==> config.mk <==
export PLATFORM = sky130hd
export DESIGN_NAME = key_repeat_dispatcher_top_flat
export DESIGN_NICKNAME = d
export VERILOG_FILES = /design/src/rtl/krd_pkg.sv /design/src/rtl/krd_if.sv /design/src/rtl/krd_ctrl.sv /design/src/rtl/krd_datapath.sv /design/src/rtl/key_repeat_dispatcher_top.sv /design/src/flat_wrapper.sv
export SDC_FILE = /design/constraint.sdc
export NUM_CORES = 1
export LEC_CHECK = 0
export BUFFER_PORTS_ARGS = -buffer_cell sky130_fd_sc_hd__buf_4
export CAP_MARGIN = 15
export CORE_MARGIN = 2
export CORE_UTILIZATION = 55
export DETAILED_ROUTE_END_ITERATION = 6
export PLACE_DENSITY_LB_ADDON = 0.1
export SLEW_MARGIN = 20
export SYNTH_ARGS = -nofsm -noshare
export SYNTH_HDL_FRONTEND = slang
export SYNTH_HIERARCHICAL = 1
export SYNTH_SLANG_ARGS = --single-unit
==> constraint.sdc <==
create_clock -name clk_i -period 7.6 [get_ports clk_i]
set_clock_uncertainty 0.2 [all_clocks]
set_input_delay 0.76 -clock clk_i [delete_from_list [all_inputs] [get_ports clk_i]]
set_output_delay 0.76 -clock clk_i [all_outputs]
set_load 0.01 [all_outputs]
==> src/rtl/krd_pkg.sv <==
// Types and constants of the key repeat dispatcher.
package krd_pkg;

  localparam int unsigned KeyW      = 4;
  localparam int unsigned CntW      = 16;
  localparam int unsigned RepMaskW  = 9;
  localparam int unsigned CfgIdxW   = 2;
  localparam int unsigned CfgDataW  = 16;

  localparam logic [CntW-1:0]     DelayRst  = 16'd500;
  localparam logic [CntW-1:0]     PeriodRst = 16'd30;
  localparam logic [RepMaskW-1:0] MaskRst   = 9'd60;

  localparam logic ActKey  = 1'b0;
  localparam logic ActTick = 1'b1;

  typedef enum logic [CfgIdxW-1:0] {
    CFG_DELAY  = 2'd0,
    CFG_PERIOD = 2'd1,
    CFG_MASK   = 2'd2
  } cfg_idx_e;

  typedef enum logic {
    ST_IDLE,
    ST_EMIT
  } state_e;

  typedef struct packed {
    logic take;   // input transaction completes this cycle
    logic pop;    // move next pending repeat into output register
  } ctrl_cmd_t;

  typedef struct packed {
    logic slot_free;  // output register empty or being drained
    logic rep_start;  // current input starts a repeat burst
    logic pend_one;   // one repeat left to send
  } dp_status_t;

endpackage

==> src/rtl/krd_if.sv <==
// Handshake channel interfaces: input items, result items, configuration writes.
interface krd_in_if;
  logic                     valid;
  logic                     ready;
  logic                     action;
  logic [krd_pkg::KeyW-1:0] key_code;
  logic                     pressed;
  modport source (output valid, action, key_code, pressed, input ready);
  modport sink   (input valid, action, key_code, pressed, output ready);
endinterface

interface krd_out_if;
  logic                     valid;
  logic                     ready;
  logic [krd_pkg::KeyW-1:0] out_key;
  logic                     out_pressed;
  logic                     is_repeat;
  logic                     last;
  modport source (output valid, out_key, out_pressed, is_repeat, last, input ready);
  modport sink   (input valid, out_key, out_pressed, is_repeat, last, output ready);
endinterface

interface krd_cfg_if;
  logic                         valid;
  logic                         ready;
  logic [krd_pkg::CfgIdxW-1:0]  index;
  logic [krd_pkg::CfgDataW-1:0] data;
  modport source (output valid, index, data, input ready);
  modport sink   (input valid, index, data, output ready);
endinterface

==> src/rtl/krd_ctrl.sv <==
// Controller: accepts input transactions and sequences repeat bursts.
module krd_ctrl (
  input  logic                clk_i,
  input  logic                rst_ni,
  input  logic                in_valid_i,
  output logic                in_ready_o,
  input  krd_pkg::dp_status_t status_i,
  output krd_pkg::ctrl_cmd_t  cmd_o
);

  krd_pkg::state_e state_q, state_d;

  always_ff @(posedge clk_i or negedge rst_ni) begin
    if (!rst_ni) begin
      state_q <= krd_pkg::ST_IDLE;
    end else begin
      state_q <= state_d;
    end
  end

  // next state
  always_comb begin
    state_d = state_q;
    unique case (state_q)
      krd_pkg::ST_IDLE: begin
        if (in_valid_i && status_i.slot_free && status_i.rep_start) begin
          state_d = krd_pkg::ST_EMIT;
        end
      end
      krd_pkg::ST_EMIT: begin
        if (status_i.slot_free && status_i.pend_one) begin
          state_d = krd_pkg::ST_IDLE;
        end
      end
      default: state_d = krd_pkg::ST_IDLE;
    endcase
  end

  // outputs
  always_comb begin
    in_ready_o = 1'b0;
    cmd_o      = '0;
    unique case (state_q)
      krd_pkg::ST_IDLE: begin
        in_ready_o = status_i.slot_free;
        cmd_o.take = in_valid_i && status_i.slot_free;
      end
      krd_pkg::ST_EMIT: begin
        cmd_o.pop = status_i.slot_free;
      end
      default: ;
    endcase
  end

endmodule

==> src/rtl/krd_datapath.sv <==
// Datapath: config registers, held mask, countdown, pending repeats, output register.
module krd_datapath #(
  parameter int NUM_KEYS = 9
) (
  input  logic                         clk_i,
  input  logic                         rst_ni,
  // config write
  input  logic                         cfg_we_i,
  input  logic [krd_pkg::CfgIdxW-1:0]  cfg_index_i,
  input  logic [krd_pkg::CfgDataW-1:0] cfg_data_i,
  // input payload
  input  logic                         action_i,
  input  logic [krd_pkg::KeyW-1:0]     key_code_i,
  input  logic                         pressed_i,
  // output channel
  output logic                         out_valid_o,
  input  logic                         out_ready_i,
  output logic [krd_pkg::KeyW-1:0]     out_key_o,
  output logic                         out_pressed_o,
  output logic                         is_repeat_o,
  output logic                         last_o,
  // control
  input  krd_pkg::ctrl_cmd_t           cmd_i,
  output krd_pkg::dp_status_t          status_o
);

  logic [krd_pkg::CntW-1:0]     delay_q, period_q;
  logic [krd_pkg::RepMaskW-1:0] rmask_q;
  logic [NUM_KEYS-1:0]          held_q, held_d;
  logic [NUM_KEYS-1:0]          pend_q, pend_d;
  logic [krd_pkg::CntW-1:0]     cnt_q, cnt_d;
  logic                         run_q, run_d;
  logic                         ov_q, ov_d;
  logic [krd_pkg::KeyW-1:0]     okey_q, okey_d;
  logic                         opress_q, opress_d, orep_q, orep_d, olast_q, olast_d;

  logic [NUM_KEYS-1:0] rmask_ext, key_hit, held_new, send, pend_low, pend_rest;
  logic [krd_pkg::KeyW-1:0] low_idx;
  logic key_ok, is_tick, expire, slot_free;

  // repeat mask widened to the key count; keys at code 9 (RepMaskW) and above never repeat
  for (genvar k = 0; k < NUM_KEYS; k++) begin : g_keys
    if (k < krd_pkg::RepMaskW && k < 16) begin : g_rm
      assign rmask_ext[k] = rmask_q[k];
    end else begin : g_nrm
      assign rmask_ext[k] = 1'b0;
    end
    assign key_hit[k]  = ({1'b0, key_code_i} == 5'(k));
    assign held_new[k] = key_hit[k] ? pressed_i : held_q[k];
  end

  assign key_ok    = int'(key_code_i) < NUM_KEYS;
  assign is_tick   = (action_i == krd_pkg::ActTick);
  assign expire    = run_q && (cnt_q <= krd_pkg::CntW'(1));
  assign send      = held_q & rmask_ext;
  assign slot_free = !ov_q || out_ready_i;

  // lowest pending repeat
  assign pend_low  = pend_q & (~pend_q + NUM_KEYS'(1));
  assign pend_rest = pend_q & ~pend_low;
  always_comb begin
    low_idx = '0;
    for (int k = 0; k < NUM_KEYS; k++) begin
      if (pend_low[k]) low_idx = low_idx | krd_pkg::KeyW'(k);
    end
  end

  assign status_o.slot_free = slot_free;
  assign status_o.rep_start = is_tick && expire && (send != '0);
  assign status_o.pend_one  = (pend_rest == '0);

  // config registers
  always_ff @(posedge clk_i or negedge rst_ni) begin
    if (!rst_ni) begin
      delay_q  <= krd_pkg::DelayRst;
      period_q <= krd_pkg::PeriodRst;
      rmask_q  <= krd_pkg::MaskRst;
    end else if (cfg_we_i) begin
      unique case (cfg_index_i)
        krd_pkg::CFG_DELAY:  delay_q  <= cfg_data_i;
        krd_pkg::CFG_PERIOD: period_q <= cfg_data_i;
        krd_pkg::CFG_MASK:   rmask_q  <= cfg_data_i[krd_pkg::RepMaskW-1:0];
        default: ;
      endcase
    end
  end

  always_comb begin
    held_d   = held_q;
    pend_d   = pend_q;
    cnt_d    = cnt_q;
    run_d    = run_q;
    ov_d     = ov_q && !out_ready_i;
    okey_d   = okey_q;
    opress_d = opress_q;
    orep_d   = orep_q;
    olast_d  = olast_q;
    if (cmd_i.take) begin
      if (!is_tick) begin
        if (key_ok) begin
          held_d   = held_new;
          ov_d     = 1'b1;
          okey_d   = key_code_i;
          opress_d = pressed_i;
          orep_d   = 1'b0;
          olast_d  = 1'b1;
          if ((held_new & rmask_ext) != '0) begin
            cnt_d = delay_q;
            run_d = 1'b1;
          end else begin
            cnt_d = '0;
            run_d = 1'b0;
          end
        end
      end else if (run_q) begin
        if (!expire) begin
          cnt_d = cnt_q - krd_pkg::CntW'(1);
        end else if (send == '0) begin
          cnt_d = '0;
          run_d = 1'b0;
        end else begin
          pend_d = send;
          cnt_d  = period_q;
        end
      end
    end else if (cmd_i.pop) begin
      pend_d   = pend_rest;
      ov_d     = 1'b1;
      okey_d   = low_idx;
      opress_d = 1'b1;
      orep_d   = 1'b1;
      olast_d  = (pend_rest == '0);
    end
  end

  always_ff @(posedge clk_i or negedge rst_ni) begin
    if (!rst_ni) begin
      held_q <= '0;
      pend_q <= '0;
      cnt_q  <= '0;
      run_q  <= 1'b0;
      ov_q   <= 1'b0;
    end else begin
      held_q <= held_d;
      pend_q <= pend_d;
      cnt_q  <= cnt_d;
      run_q  <= run_d;
      ov_q   <= ov_d;
    end
  end

  always_ff @(posedge clk_i) begin
    okey_q   <= okey_d;
    opress_q <= opress_d;
    orep_q   <= orep_d;
    olast_q  <= olast_d;
  end

  assign out_valid_o   = ov_q;
  assign out_key_o     = okey_q;
  assign out_pressed_o = opress_q;
  assign is_repeat_o   = orep_q;
  assign last_o        = olast_q;

endmodule

==> src/rtl/key_repeat_dispatcher_top.sv <==
// Top level of the key repeat dispatcher: typematic repeat for a small key pad.
//
//  channel | dir | handshake         | payload
//  --------+-----+-------------------+------------------------------------------
//  in_i    | in  | valid / ready     | action, key_code, pressed
//  cfg_i   | in  | valid / ready     | index (0 delay, 1 period, 2 mask), data
//  out_o   | out | valid / ready     | out_key, out_pressed, is_repeat, last
//
// Sequence: a key event or a tick with no result is a single transaction; a tick
//   whose countdown runs out is followed by N repeats (N up to NUM_KEYS),
//   one result per cycle from the controller's emit state unless out_o stalls.
// The single output register sets the rate: outside a repeat burst, a new input
//   transaction is taken when that register is empty or drained in the same cycle.
// Reset: rst_ni is asynchronous; config returns to delay 500, period 30,
//   mask 0x03C; no keys held, countdown stopped. No clearing pass.
// Stalls: out_o.ready low holds the result and blocks further input;
//   cfg_i.ready is always high.
module key_repeat_dispatcher_top #(
  parameter int NUM_KEYS = 9
) (
  input  logic       clk_i,
  input  logic       rst_ni,
  krd_in_if.sink     in_i,
  krd_cfg_if.sink    cfg_i,
  krd_out_if.source  out_o
);

  krd_pkg::ctrl_cmd_t  cmd;
  krd_pkg::dp_status_t status;

  // config writes are always accepted and land in the config registers in the following cycle
  assign cfg_i.ready = 1'b1;

  krd_ctrl u_ctrl (
    .clk_i      (clk_i),
    .rst_ni     (rst_ni),
    .in_valid_i (in_i.valid),
    .in_ready_o (in_i.ready),
    .status_i   (status),
    .cmd_o      (cmd)
  );

  krd_datapath #(
    .NUM_KEYS (NUM_KEYS)
  ) u_dp (
    .clk_i         (clk_i),
    .rst_ni        (rst_ni),
    .cfg_we_i      (cfg_i.valid),
    .cfg_index_i   (cfg_i.index),
    .cfg_data_i    (cfg_i.data),
    .action_i      (in_i.action),
    .key_code_i    (in_i.key_code),
    .pressed_i     (in_i.pressed),
    .out_valid_o   (out_o.valid),
    .out_ready_i   (out_o.ready),
    .out_key_o     (out_o.out_key),
    .out_pressed_o (out_o.out_pressed),
    .is_repeat_o   (out_o.is_repeat),
    .last_o        (out_o.last),
    .cmd_i         (cmd),
    .status_o      (status)
  );

endmodule

==> src/flat_wrapper.sv <==
// flat-port wrapper written by rule: the top's interface ports become plain ports
module key_repeat_dispatcher_top_flat 
#(
  parameter int NUM_KEYS = 9
)
  (clk_i, rst_ni, in_i_valid, in_i_action, in_i_key_code, in_i_pressed, in_i_ready, cfg_i_valid, cfg_i_index, cfg_i_data, cfg_i_ready, out_o_valid, out_o_out_key, out_o_out_pressed, out_o_is_repeat, out_o_last, out_o_ready);
  krd_in_if in_i_i ();
  krd_cfg_if cfg_i_i ();
  krd_out_if out_o_i ();
  input  logic clk_i;
  input  logic rst_ni;
  input wire logic [$bits(in_i_i.valid)-1:0] in_i_valid;
  input wire logic [$bits(in_i_i.action)-1:0] in_i_action;
  input wire logic [$bits(in_i_i.key_code)-1:0] in_i_key_code;
  input wire logic [$bits(in_i_i.pressed)-1:0] in_i_pressed;
  output wire logic [$bits(in_i_i.ready)-1:0] in_i_ready;
  input wire logic [$bits(cfg_i_i.valid)-1:0] cfg_i_valid;
  input wire logic [$bits(cfg_i_i.index)-1:0] cfg_i_index;
  input wire logic [$bits(cfg_i_i.data)-1:0] cfg_i_data;
  output wire logic [$bits(cfg_i_i.ready)-1:0] cfg_i_ready;
  output wire logic [$bits(out_o_i.valid)-1:0] out_o_valid;
  output wire logic [$bits(out_o_i.out_key)-1:0] out_o_out_key;
  output wire logic [$bits(out_o_i.out_pressed)-1:0] out_o_out_pressed;
  output wire logic [$bits(out_o_i.is_repeat)-1:0] out_o_is_repeat;
  output wire logic [$bits(out_o_i.last)-1:0] out_o_last;
  input wire logic [$bits(out_o_i.ready)-1:0] out_o_ready;
  assign in_i_i.valid = in_i_valid;
  assign in_i_i.action = in_i_action;
  assign in_i_i.key_code = in_i_key_code;
  assign in_i_i.pressed = in_i_pressed;
  assign in_i_ready = in_i_i.ready;
  assign cfg_i_i.valid = cfg_i_valid;
  assign cfg_i_i.index = cfg_i_index;
  assign cfg_i_i.data = cfg_i_data;
  assign cfg_i_ready = cfg_i_i.ready;
  assign out_o_valid = out_o_i.valid;
  assign out_o_out_key = out_o_i.out_key;
  assign out_o_out_pressed = out_o_i.out_pressed;
  assign out_o_is_repeat = out_o_i.is_repeat;
  assign out_o_last = out_o_i.last;
  assign out_o_i.ready = out_o_ready;
  key_repeat_dispatcher_top #(.NUM_KEYS(NUM_KEYS)) u_core (.clk_i(clk_i), .rst_ni(rst_ni), .in_i(in_i_i), .cfg_i(cfg_i_i), .out_o(out_o_i));
endmodule
# [Word-level counts from Yosys, hierarchy flattened]
# Cells that the tools add are included.
[word_totals] elab_cells=128 ff_bits=85 out_inout_bits=10
[classes] magnitude_cmp=2 eq_ne=17 n_addsub=2 n_mux=60 reduce_logical=26 bitwise_logic=8
[op_table] cell="16-bit two-way mux" count=6
[op_table] cell="9-bit two-way mux" count=6
[op_table] cell="9-bit bitwise AND" count=4
[op_table] cell="1-bit two-way mux" count=36
[op_table] cell="4-bit two-way mux" count=5
[op_table] cell="9-bit zero test" count=2
[op_table] cell="9-bit inverter" count=2
[op_table] cell="9-bit nonzero test" count=2
[op_table] cell="4-bit by 3-bit equality test with 1-bit output (second input constant)" count=4
[op_table] cell="16-bit by 1-bit less-or-equal comparator with 1-bit output (second input constant)" count=1
[op_table] cell="16-bit by 1-bit subtractor with 16-bit output (second input constant)" count=1
[op_table] cell="3-bit two-way mux" count=4
[op_table] cell="2-bit != test (second input constant)" count=6
[op_table] cell="9-bit by 1-bit adder with 9-bit output (second input constant)" count=1
[op_table] cell="3-bit AND reduction" count=3
[op_table] cell="4-bit by 2-bit equality test with 1-bit output (second input constant)" count=2
[op_table] cell="2-bit AND reduction" count=4
[op_table] cell="1-bit logical AND" count=7
[op_table] cell="5-bit AND reduction" count=1
[op_table] cell="4-bit by 1-bit equality test with 1-bit output (second input constant)" count=1
[op_table] cell="4-bit equality test (second input constant)" count=1
[op_table] cell="4-bit zero test" count=1
[op_table] cell="4-bit < comparator (second input constant)" count=1
[op_table] cell="2-bit two-way mux" count=2
[op_table] cell="9 further kinds" count=12

# [Longest topological paths before layout]
# Gate-level depths: netlist of run 1.
[depth] word_depth=13 depth_mapped=10 ltp_nobuf=8

# [Hierarchy]
# Netlist of run 1, hierarchy kept.
[by_module_without_submodules] mod="krd_datapath" cells_per_inst=440 instances=1 area_each_um2=4585.6
[by_module_without_submodules] mod="krd_ctrl" cells_per_inst=6 instances=1 area_each_um2=68.8
[by_module_without_submodules] mod="key_repeat_dispatcher_top" cells_per_inst=2 instances=1 area_each_um2=11.3

# [Worst setup path before layout of run 1]
# No wires, ideal clock.
[synth_path] path_type="input -> register" start="in out_o_ready" end="reg u_core/u_dp/cnt_q[0] (netlist bit)" t_arrival_ps=2623 setup_ps=90 path_slack_ps=4686 stages=10 t_required_ps=7310 path_buffers=3 path_cell_list="nand2b_1 -> buf_4 -> nor2b_4 -> and2_1 -> clkbuf_1 -> clkinv_1 -> o31ai_1 -> clkbuf_1 -> nand2_1 -> o221ai_1"
[synth_lines] item="start: declaration" line="flat_wrapper.sv:26" source="input wire logic [$bits(out_o_i.ready)-1:0] out_o_ready;"
[synth_lines] item="end signal: assignment" line="krd_datapath.sv:146" source="cnt_q <= cnt_d;"
[synth_lines] item="end: declaration" line="krd_datapath.sv:31" source="logic [krd_pkg::CntW-1:0] cnt_q, cnt_d;"

# [Worst setup path after layout of run 1]
[layout_path] start="in in_i_key_code[1]" end="reg u_core/u_dp/cnt_q[14] (netlist bit)"
[layout_via] elab_chain_cells=7
[layout_lines] item="start: declaration" line="flat_wrapper.sv:14" source="input wire logic [$bits(in_i_i.key_code)-1:0] in_i_key_code;"
[layout_lines] item="4-bit by 1-bit equality test with 1-bit output, or another cell as far along" line="krd_datapath.sv:48" source="assign key_hit[k] = ({1'b0, key_code_i} == 5'(k));"
[layout_lines] item="1-bit two-way mux" line="krd_datapath.sv:49" source="assign held_new[k] = key_hit[k] ? pressed_i : held_q[k];"
[layout_lines] item="9-bit bitwise AND" line="krd_datapath.sv:107" source="if ((held_new & rmask_ext) != '0) begin"
[layout_lines] item="9-bit nonzero test" line="krd_datapath.sv:107"
[layout_lines] item="16-bit two-way mux" line="krd_datapath.sv:107"
[layout_lines] item="16-bit two-way mux" line="krd_datapath.sv:100" source="if (key_ok) begin"
[layout_lines] item="16-bit two-way mux" line="krd_datapath.sv:99" source="if (!is_tick) begin"
# Several ways; a longest one is shown, not always the timed one. The select of a mux whose other input is x is not followed.
# A chain may end at the register's enable or synchronous reset.

==> metrics.cfg, run 1 <==
[logic_synthesis]
synth_top_area_cell=dfrtp_1
ys.warnings.count=6
syn_inst=448
synthTopCellsByArea=dfrtp_1 (34%), mux2_2 (13%), dfstp_2 (7.9%)
yosys.cell_count.top_type=dfrtp_1
ys_async_sr_fraction=0.918
yosysSeqAreaShare=0.467
synth.distinct_cells=64
synth-edff-count=7
syn_nets=479
synth_common_cells=dfrtp_1 (64), mux2_2 (54), nand2_1 (51), o21ai_0 (26), clkbuf_1 (25)
syn-mean-instance-area_um2=10.4
synth_ff_type=dfrtp_1
yosys.area.top_type_share=0.343
synthesis.area_um2=4670
ys_ff_latch=85

[drt]
ant_nets=0
first_pass_iters=5
drtIter0Drc=247
wl_per_cell_um=19.3
vias=3695
routed_wl_um=11200
drc_errors=0
viasPerCell=6.39

[floorplan]
floorplan.initialDensity=0.568
io_pins=39
design.die.area_um2=9240
die_y_um=96.1
die_w_um=96.1
core_um2=8220
row_count=33

[critical_path]
crit_fanout=17
cp.arrival_ps=3220
r2r_end=u_core/u_dp/cnt_q[14]
critPathKind=in2reg
r2r_start=u_core/u_dp/out_valid_o
crit_path_start_kind=input pin
max_stage_delay_ps=930
cp-end-kind=flop
r2r_cells=9
crit_chain=buf_4 > nor4b_1 > mux2i_1 > or4_4 > o41ai_4 > o221ai_1
worstSetupStartpoint=in_i_key_code[1]
required_ps=7580
cp_slowest_cell=o41ai_4
r2r_slack_ps=4530

[grt]
antenna_found_initial=0
grt.overflow.total=0
grt_max_degree=79
grt_first_pass_wirelength_um=18000
grt_pass1_vias=3422
track_usage=0.260

[pwr]
cellPowerDensity_nw_per_um2=298
cellLeakagePower_nw=2.09
ir_drop_mv=0.136

[sta]
hold_viol=0
rsz0062_at_grt=false
slew_violations=0
finalCriticalPeriod_ps=3230
fin_setup_tns_ps=0
tightest_slew_ps=977
fmax_mhz=309
slew_headroom=0.346
period_share=0.426
setup-violations-final=0

[layout]
fin_cells=578
num_antenna_cells=0
syn_to_final_growth_pct=11.9
layout.nets=499
layout-drive-gt1-share=0.288

[clock_network]
cts-root-buf=clkbuf_8
clock-sinks=85
clk_latency_ps=360
cts_made_buffers=9
clockBufferDepth=2
holdBufCountCts=0
htree_num_levels=3
post_cts_resized=0
clk_pin_slew_ps=90
cts_setup_buffers=0
cts_tree=done

[min_path]
hold_class=in2async

[flow_run]
drv_cap=0

[placement]
dp.cells=562
hpwl_um=7550
place_congestion=0.816
io_buffers=37

[run_status]
status=complete, no violations

[power by group]
part / leakage [nW] / total, W / internal [W] / switching, W
logic: 0.960 / 0.000519 / 0.000215 / 0.000304
registers: 1.01 / 0.000666 / 0.000570 / 0.0000961
clock network: 0.113 / 0.000369 / 0.000197 / 0.000172
total: 2.09 / 0.00155 / 0.000982 / 0.000572
[per-layer routing]
metal  track usage  wire length [um]  vias to the layer above
met5             0                 0                        -
met4        0.0631               101                        0
met3        0.0556               767                       10
met2         0.389              5130                      137
met1         0.386              5170                     1831
li1              -                 -                     1717
[flip-flops by register name (all words and copies together) (netlist names)]
name	cells
u_core/u_dp/run_q	1
u_core/u_dp/cnt_q	16
u_core/u_dp/last_o	1
u_core/u_dp/delay_q	16
u_core/u_dp/pend_q	9
u_core/u_ctrl/state_q	1
u_core/u_dp/out_pressed_o	1
u_core/u_dp/out_valid_o	1
u_core/u_dp/rmask_ext	9
u_core/u_dp/is_repeat_o	1
u_core/u_dp/out_key_o	4
u_core/u_dp/held_q	9
u_core/u_dp/period_q	16
[cell families (layout without fill, tap and decap cells)]
family / count (synthesis) / after routing / share of synthesized area
fa+ha+maj: 4 / 4 / 0.00965
flops: 85 / 85 / 0.467
mux: 59 / 59 / 0.141
other cells: 1 / 1 / 0.000804
buf+inv: 42 / 67 / 0.0375
compound gates: 110 / 110 / 0.168
xor+xnor: 4 / 4 / 0.00751
simple gates: 143 / 143 / 0.168
[how the worst max path moves through the flow]
stage / depth (start not counted) / to / slack, ps
after floorplan: 10 / u_core/u_dp/cnt_q[0] / 4690
after global placement: 6 / u_core/u_dp/cnt_q[14] / 4080
after detailed placement: 6 / u_core/u_dp/cnt_q[14] / 4040
after CTS: 6 / u_core/u_dp/cnt_q[14] / 4400
after global routing: 10 / u_core/u_dp/cnt_q[14] / 4130
final: 6 / u_core/u_dp/cnt_q[14] / 4370
[cell type report]
type	instances	area [um2]
clock buffers	10	138
clock inverters	6	93.8
fillers	688	3000
flip-flops and latches	85	2180
repair buffers	40	304
well taps	105	131
inverters	11	41.3
multi-input cells	321	2330
[cells in the final DEF (no fill, tap or decap), types with 8 or more instances in the layout]
master and count:
a21oi_1 8, buf_4 39, clkbuf_8 10, dfrtp_1 64, dfstp_2 14, inv_1 10
mux2_2 54, nand2_1 51, nor2_1 16, nor4_1 8, o211ai_1 12, o21ai_0 26
[worst max-delay path: cells and delay by family]
| family | cells | cell delay (ps) |
|---|---|---|
| AOI/OAI and AO/OA | 2 | 1180 |
| buffers and inverters | 1 | 170 |
| muxes | 1 | 140 |
| and+or+nand+nor | 2 | 950 |
[through the flow]
stage	worst slack [ps]	hold WS, ps	total power [W]	cell area, um2	util
3_5_place_dp	4040	290	0.00118	4980	0.606
2_1_floorplan	4690	264	0.00104	4670	-
4_1_cts	4400	312	0.00155	5210	0.634
6_report	4370	223	0.00155	5220	0.635
3_3_place_gp	4080	284	0.00116	4980	0.606
5_1_grt	4130	257	0.00165	5220	0.635
Power figures use the tool's default switching activity.
==> run 2: changes to the inputs <==
==> constraint.sdc (replaced) <==
create_clock -name clk_i -period 3.2 [get_ports clk_i]
set_clock_uncertainty 0.2 [all_clocks]
set_input_delay 0.32 -clock clk_i [delete_from_list [all_inputs] [get_ports clk_i]]
set_output_delay 0.32 -clock clk_i [all_outputs]
set_load 0.01 [all_outputs]
==> run 2 against run 1 <==
Against the previous run: die area did not move; combinational power rose to 2.5 times the previous value; routed wire length fell by 1.9%; critical path depth down 1.
==> metrics.cfg, run 2 (synthesis results as in run 1) <==
[run_status]
status=complete, no violations

[drt]
viasPerCell=6.27  ; -1.9%
vias=3724  ; +0.78%
first_pass_iters=5  ; unchanged
routed_wl_um=11000  ; -1.9%
ant_nets=0  ; unchanged
wl_per_cell_um=18.4  ; -4.6%
drtIter0Drc=363  ; +47%
drc_errors=0  ; unchanged

[critical_path]
cp_slowest_cell=or4_1
max_stage_delay_ps=690  ; -240 ps
cp-end-kind=flop
crit_fanout=10  ; -7
required_ps=3240  ; -4340 ps
crit_path_start_kind=flop
crit_chain=or4_1 > or3_1 > o31a_1 > o21ai_0 > o31ai_1
critPathKind=reg2reg
cp.arrival_ps=2660  ; -560 ps

[clock_network]
clockBufferDepth=2  ; unchanged
htree_num_levels=3  ; unchanged
clk_latency_ps=360  ; about the same
cts_made_buffers=9  ; unchanged
cts_setup_buffers=0  ; unchanged
post_cts_resized=0  ; unchanged
clock-sinks=85  ; unchanged
cts-root-buf=clkbuf_8
clk_pin_slew_ps=90  ; about the same
cts_tree=done

[floorplan]
design.die.area_um2=9240  ; unchanged
die_w_um=96.1  ; unchanged
io_pins=39  ; unchanged
core_um2=8220  ; unchanged
floorplan.initialDensity=0.568  ; unchanged
row_count=33  ; unchanged
die_y_um=96.1  ; unchanged

[sta]
slew_headroom=0.342  ; -0.00452
slew_violations=0  ; unchanged
rsz0062_at_grt=false
finalCriticalPeriod_ps=2620
fmax_mhz=382
setup-violations-final=0  ; unchanged
fin_setup_tns_ps=0  ; unchanged
hold_viol=0  ; unchanged
tightest_slew_ps=987  ; +10.1 ps
period_share=0.818

[grt]
grt.overflow.total=0  ; unchanged
use_met2=0.389  ; +0.000579
grt-busiest-layer=met2
antenna_found_initial=0  ; unchanged
globalRouteMet1Util=0.385  ; -0.000859
grt_max_degree=79  ; unchanged
grt_first_pass_wirelength_um=17800  ; -1.3%
grt_pass1_vias=3417  ; -0.15%
track_usage=0.257  ; -0.00270
use_met3=0.0439  ; -0.0117

[placement]
io_buffers=37  ; unchanged
hpwl_um=7560  ; +0.17%
place_congestion=0.827  ; +1.4%
place_area_um2=5050  ; +1.4%

[flow_run]
drv_cap=0  ; unchanged

[layout]
final_common_cell=dfrtp_1
top_regs=u_core/u_dp/cnt_q x16, u_core/u_dp/delay_q x16, u_core/u_dp/period_q x16
layout.nets=515  ; +3.2%
nFillCells=688  ; unchanged
design_area_um2=5330  ; +2.1%
final_cell_mix=dfrtp_1 (64), mux2_2 (54), nand2_1 (51), buf_4 (49), o21ai_0 (26)
layout-drive-gt1-share=0.297  ; +0.00900
num_antenna_cells=0  ; unchanged
syn_to_final_growth_pct=14.3

[pwr]
ir_drop_mv=0.356  ; +160%
cellPowerDensity_nw_per_um2=688  ; +130%
cellLeakagePower_nw=2.14  ; +2.7%

[min_path]
hold_class=in2reg

## run 2: changes by cell type in the layout (fill, tap and decap cells not counted)
cell	change
buf_4	+10
buf_6	-1
bufinv_16	-1
clkinv_4	+1
clkinvlp_4	+1
dlygate4sd3_1	+7
inv_6	-1
## run 2: worst max-delay path: cells and delay by family, from the launching register on
kind               cells  cell delay [ps]
and+or+nand+nor        2             1280
AOI/OAI and AO/OA      3              590
DFF                    1              430
## run 2: metrics by stage
stage | util | instances | hold slack [ps] | total power [W] | setup slack [ps]
global route | 0.649 | 594 | 9.07 | 0.00390 | 437
detailed placement | 0.614 | 571 | 290 | 0.00286 | 403
global placement | 0.614 | 571 | 286 | 0.00282 | 537
finish | 0.649 | 594 | 19.3 | 0.00367 | 584
floorplan | - | 448 | -176 | 0.00247 | 656
CTS | 0.648 | 594 | 7.59 | 0.00366 | 544
## run 2: area by class of cell
| class | count | area, um2 | share of cell area |
|---|---|---|---|
| Sequential cell | 85 | 2180 | 0.409 |
| Clock buffer | 10 | 138 | 0.0258 |
| Timing Repair Buffer | 56 | 438 | 0.0821 |
| Inverter | 11 | 41.3 | 0.00774 |
| Tap cell | 105 | 131 | 0.0246 |
| Multi-Input combinational cell | 321 | 2330 | 0.437 |
| Clock inverter | 6 | 71.3 | 0.0134 |
## run 2: per-layer routing
| metal | routed length [um] | vias up |
|---|---|---|
| li1 | - | 1759 |
| met1 | 5190 | 1835 |
| met2 | 5030 | 121 |
| met3 | 628 | 9 |
| met4 | 97 | 0 |
| met5 | 0 | - |
## run 2: final timing paths
path,slack (ps),to,depth (start not counted),startpoint
min reg2reg,310,u_core/u_dp/period_q[10],1,u_core/u_dp/period_q[10]
max in group asynchronous,1700,u_core/u_dp/held_q[4],2,rst_ni
max reg2reg,580,u_core/u_dp/run_q,5,u_core/u_dp/cnt_q[10]
max,580,u_core/u_dp/run_q,5,u_core/u_dp/cnt_q[10]
min,20,u_core/u_dp/delay_q[0],2,cfg_i_data[0]
min in group asynchronous,430,u_core/u_dp/pend_q[4],2,rst_ni
## run 2: where the power goes
part	internal, W	switching (W)
Combinational	0.000559	0.000739
Sequential	0.00135	0.000226
Clock	0.000387	0.000402
## run 2: timing repair
item,CTS,global route
endpoints found under the hold margin,75,0
hold buffers,7,0
endpoints found under the setup margin,0,0
==> run 3: changes to the inputs <==
--- a/config.mk
+++ b/config.mk
@@ -8,7 +8,7 @@
 export BUFFER_PORTS_ARGS = -buffer_cell sky130_fd_sc_hd__buf_4
 export CAP_MARGIN = 15
 export CORE_MARGIN = 2
-export CORE_UTILIZATION = 55
+export CORE_UTILIZATION = 54
 export DETAILED_ROUTE_END_ITERATION = 6
 export PLACE_DENSITY_LB_ADDON = 0.1
 export SLEW_MARGIN = 20
==> constraint.sdc (replaced) <==
create_clock -name clk_i -period 2.39 [get_ports clk_i]
set_clock_uncertainty 0.2 [all_clocks]
set_input_delay 0.239 -clock clk_i [delete_from_list [all_inputs] [get_ports clk_i]]
set_output_delay 0.239 -clock clk_i [all_outputs]
set_load 0.01 [all_outputs]
==> run 3 against run 2 <==
Against the previous run: design area is 9.3% higher; sequential power is 30% higher; count of clock-buffer cells in the layout is 1 lower; critical path type unchanged.
==> metrics.cfg, run 3 (synthesis results as in run 1) <==
[pwr]
cellPowerDensity_nw_per_um2=911  ; +32%
ir_drop_mv=0.533  ; +50%
total_power_w=0.00531  ; +45%
cellLeakagePower_nw=2.43  ; +13%

[layout]
layout-drive-gt1-share=0.365  ; +0.0688
num_antenna_cells=0  ; unchanged
final_common_cell=buf_4
final_cell_mix=buf_4 (87), dfrtp_1 (64), mux2_2 (54), nand2_1 (50), o21ai_0 (24)
layout.nets=568  ; +10%
syn_to_final_growth_pct=24.9
top_regs=u_core/u_dp/cnt_q x16, u_core/u_dp/delay_q x16, u_core/u_dp/period_q x16

[sta]
fmax_mhz=436  ; +14%
hold_viol=0  ; unchanged
setup_slack_ps=96.5  ; -487 ps
timing.hold.ws_ps=48.6  ; +29.3 ps
period_share=0.960  ; +0.142
rsz0062_at_grt=true
slew_violations=0  ; unchanged
finalCriticalPeriod_ps=2290  ; -323 ps
setup-violations-final=0  ; unchanged
fin_setup_tns_ps=0  ; unchanged

[grt]
antenna_found_initial=0  ; unchanged
grt_first_pass_wirelength_um=20100  ; +13%
grt_max_degree=34  ; -57%
track_usage=0.265  ; +0.00815
grt_pass1_vias=3911  ; +14%
grt.overflow.total=0  ; unchanged

[floorplan]
io_pins=39  ; unchanged
die_w_um=97.0  ; +0.88%
floorplan.initialDensity=0.562  ; -0.00565
core_um2=8300  ; +1.0%
design.die.area_um2=9400  ; +1.8%
die_y_um=97.0  ; +0.88%
row_count=33  ; unchanged

[critical_path]
critPathKind=reg2reg
r2r_start=u_core/u_dp/cnt_q[6]
cp.arrival_ps=2370  ; -290 ps
path_depth=6  ; +1
cp_slowest_cell=or4_4
r2r_slack_ps=100  ; -490 ps
r2r_end=u_core/u_dp/cnt_q[10]
max_stage_delay_ps=610  ; -80 ps
cpLargestDelayFamily=simple AND/OR/NAND/NOR gates
crit_path_start_kind=flop
crit_fanout=7  ; -3
crit_buf_inv=1  ; +1
cp-end-kind=flop
crit_chain=or4_4 > buf_6 > or4_1 > a22oi_1 > o21ai_1 > o211ai_1
r2r_cells=6  ; +1
required_ps=2460  ; -780 ps

[drt]
ant_nets=0  ; unchanged
drc_errors=0  ; unchanged
vias=4003  ; +7.5%
drtIter0Drc=220  ; -39%
viasPerCell=6.19  ; -1.3%
first_pass_iters=4  ; -1
wl_per_cell_um=18.7  ; +1.4%
routed_wl_um=12100  ; +10%

[clock_network]
clk_latency_ps=360  ; about the same
cts_tree=done
htree_num_levels=3  ; unchanged
clock-sinks=85  ; unchanged
cts-root-buf=clkbuf_8
cts_made_buffers=9  ; unchanged
clk_pin_slew_ps=90  ; about the same
clockBufferDepth=2  ; unchanged

[placement]
place_congestion=0.900  ; +8.8%
io_buffers=37  ; unchanged
place_ws_ps=-155  ; -558 ps
hpwl_um=8500  ; +12%

[min_path]
hold_class=in2reg
hold-path-cell-count=3  ; +1
worstHoldStart=out_o_ready
min_to=u_core/u_dp/out_valid_o

[flow_run]
drv_cap=0  ; unchanged

[run_status]
status=complete, no violations

## run 3: worst max path at each step
stage                                       start               endpoint  slack, ps
after floorplan           u_core/u_dp/out_valid_o   u_core/u_dp/cnt_q[0]        -20
after global placement           in_i_key_code[0]  u_core/u_dp/cnt_q[14]        -90
after detailed placement         in_i_key_code[0]  u_core/u_dp/cnt_q[14]       -150
after CTS                    u_core/u_dp/cnt_q[0]  u_core/u_dp/cnt_q[10]         30
after global routing         u_core/u_dp/cnt_q[6]  u_core/u_dp/cnt_q[14]        -20
final                        u_core/u_dp/cnt_q[6]  u_core/u_dp/cnt_q[10]        100
## run 3: repair_timing
item,in CTS,in global routing
setup buffers,0,1
gates resized for setup,4,14
endpoints found under the setup margin,20,9
pin swaps,0,1
endpoints found under the hold margin,89,0
hold buffers,18,0
## run 3: report_power, final
group	internal (W)	total, W	switching, W	leakage, nW
Combinational	0.00109	0.00228	0.00119	1.31
Sequential	0.00181	0.00206	0.000244	1.01
Clock	0.000394	0.000967	0.000573	0.0963
Total	0.00330	0.00531	0.00201	2.43
## run 3: worst min-delay path, cell delays in order
cell,delay (ps)
buf_4,70
nand2b_1,160
nand3_1,90
## run 3: cell type report
type	count	area (um2)
clock buffers	9	124
clock inverters	7	56.3
fillers	617	2470
inverters	11	41.3
multi-input cells	321	2400
flip-flops and latches	85	2180
well taps	105	131
repair buffers	109	896
## run 3: layer usage
layer	global-route usage	part of all wire	up-vias
met5	0	0	-
met4	0.0769	0.013	0
met3	0.0491	0.060	13
met2	0.396	0.46	166
met1	0.396	0.46	1962
li1	-	-	1862
## run 3: through the flow
step,instances,utilization,area [um2]
floorplan,448,-,4700
global placement,612,0.649,5380
detailed placement,612,0.649,5380
CTS,646,0.695,5770
global route,647,0.702,5830
finish,647,0.702,5830
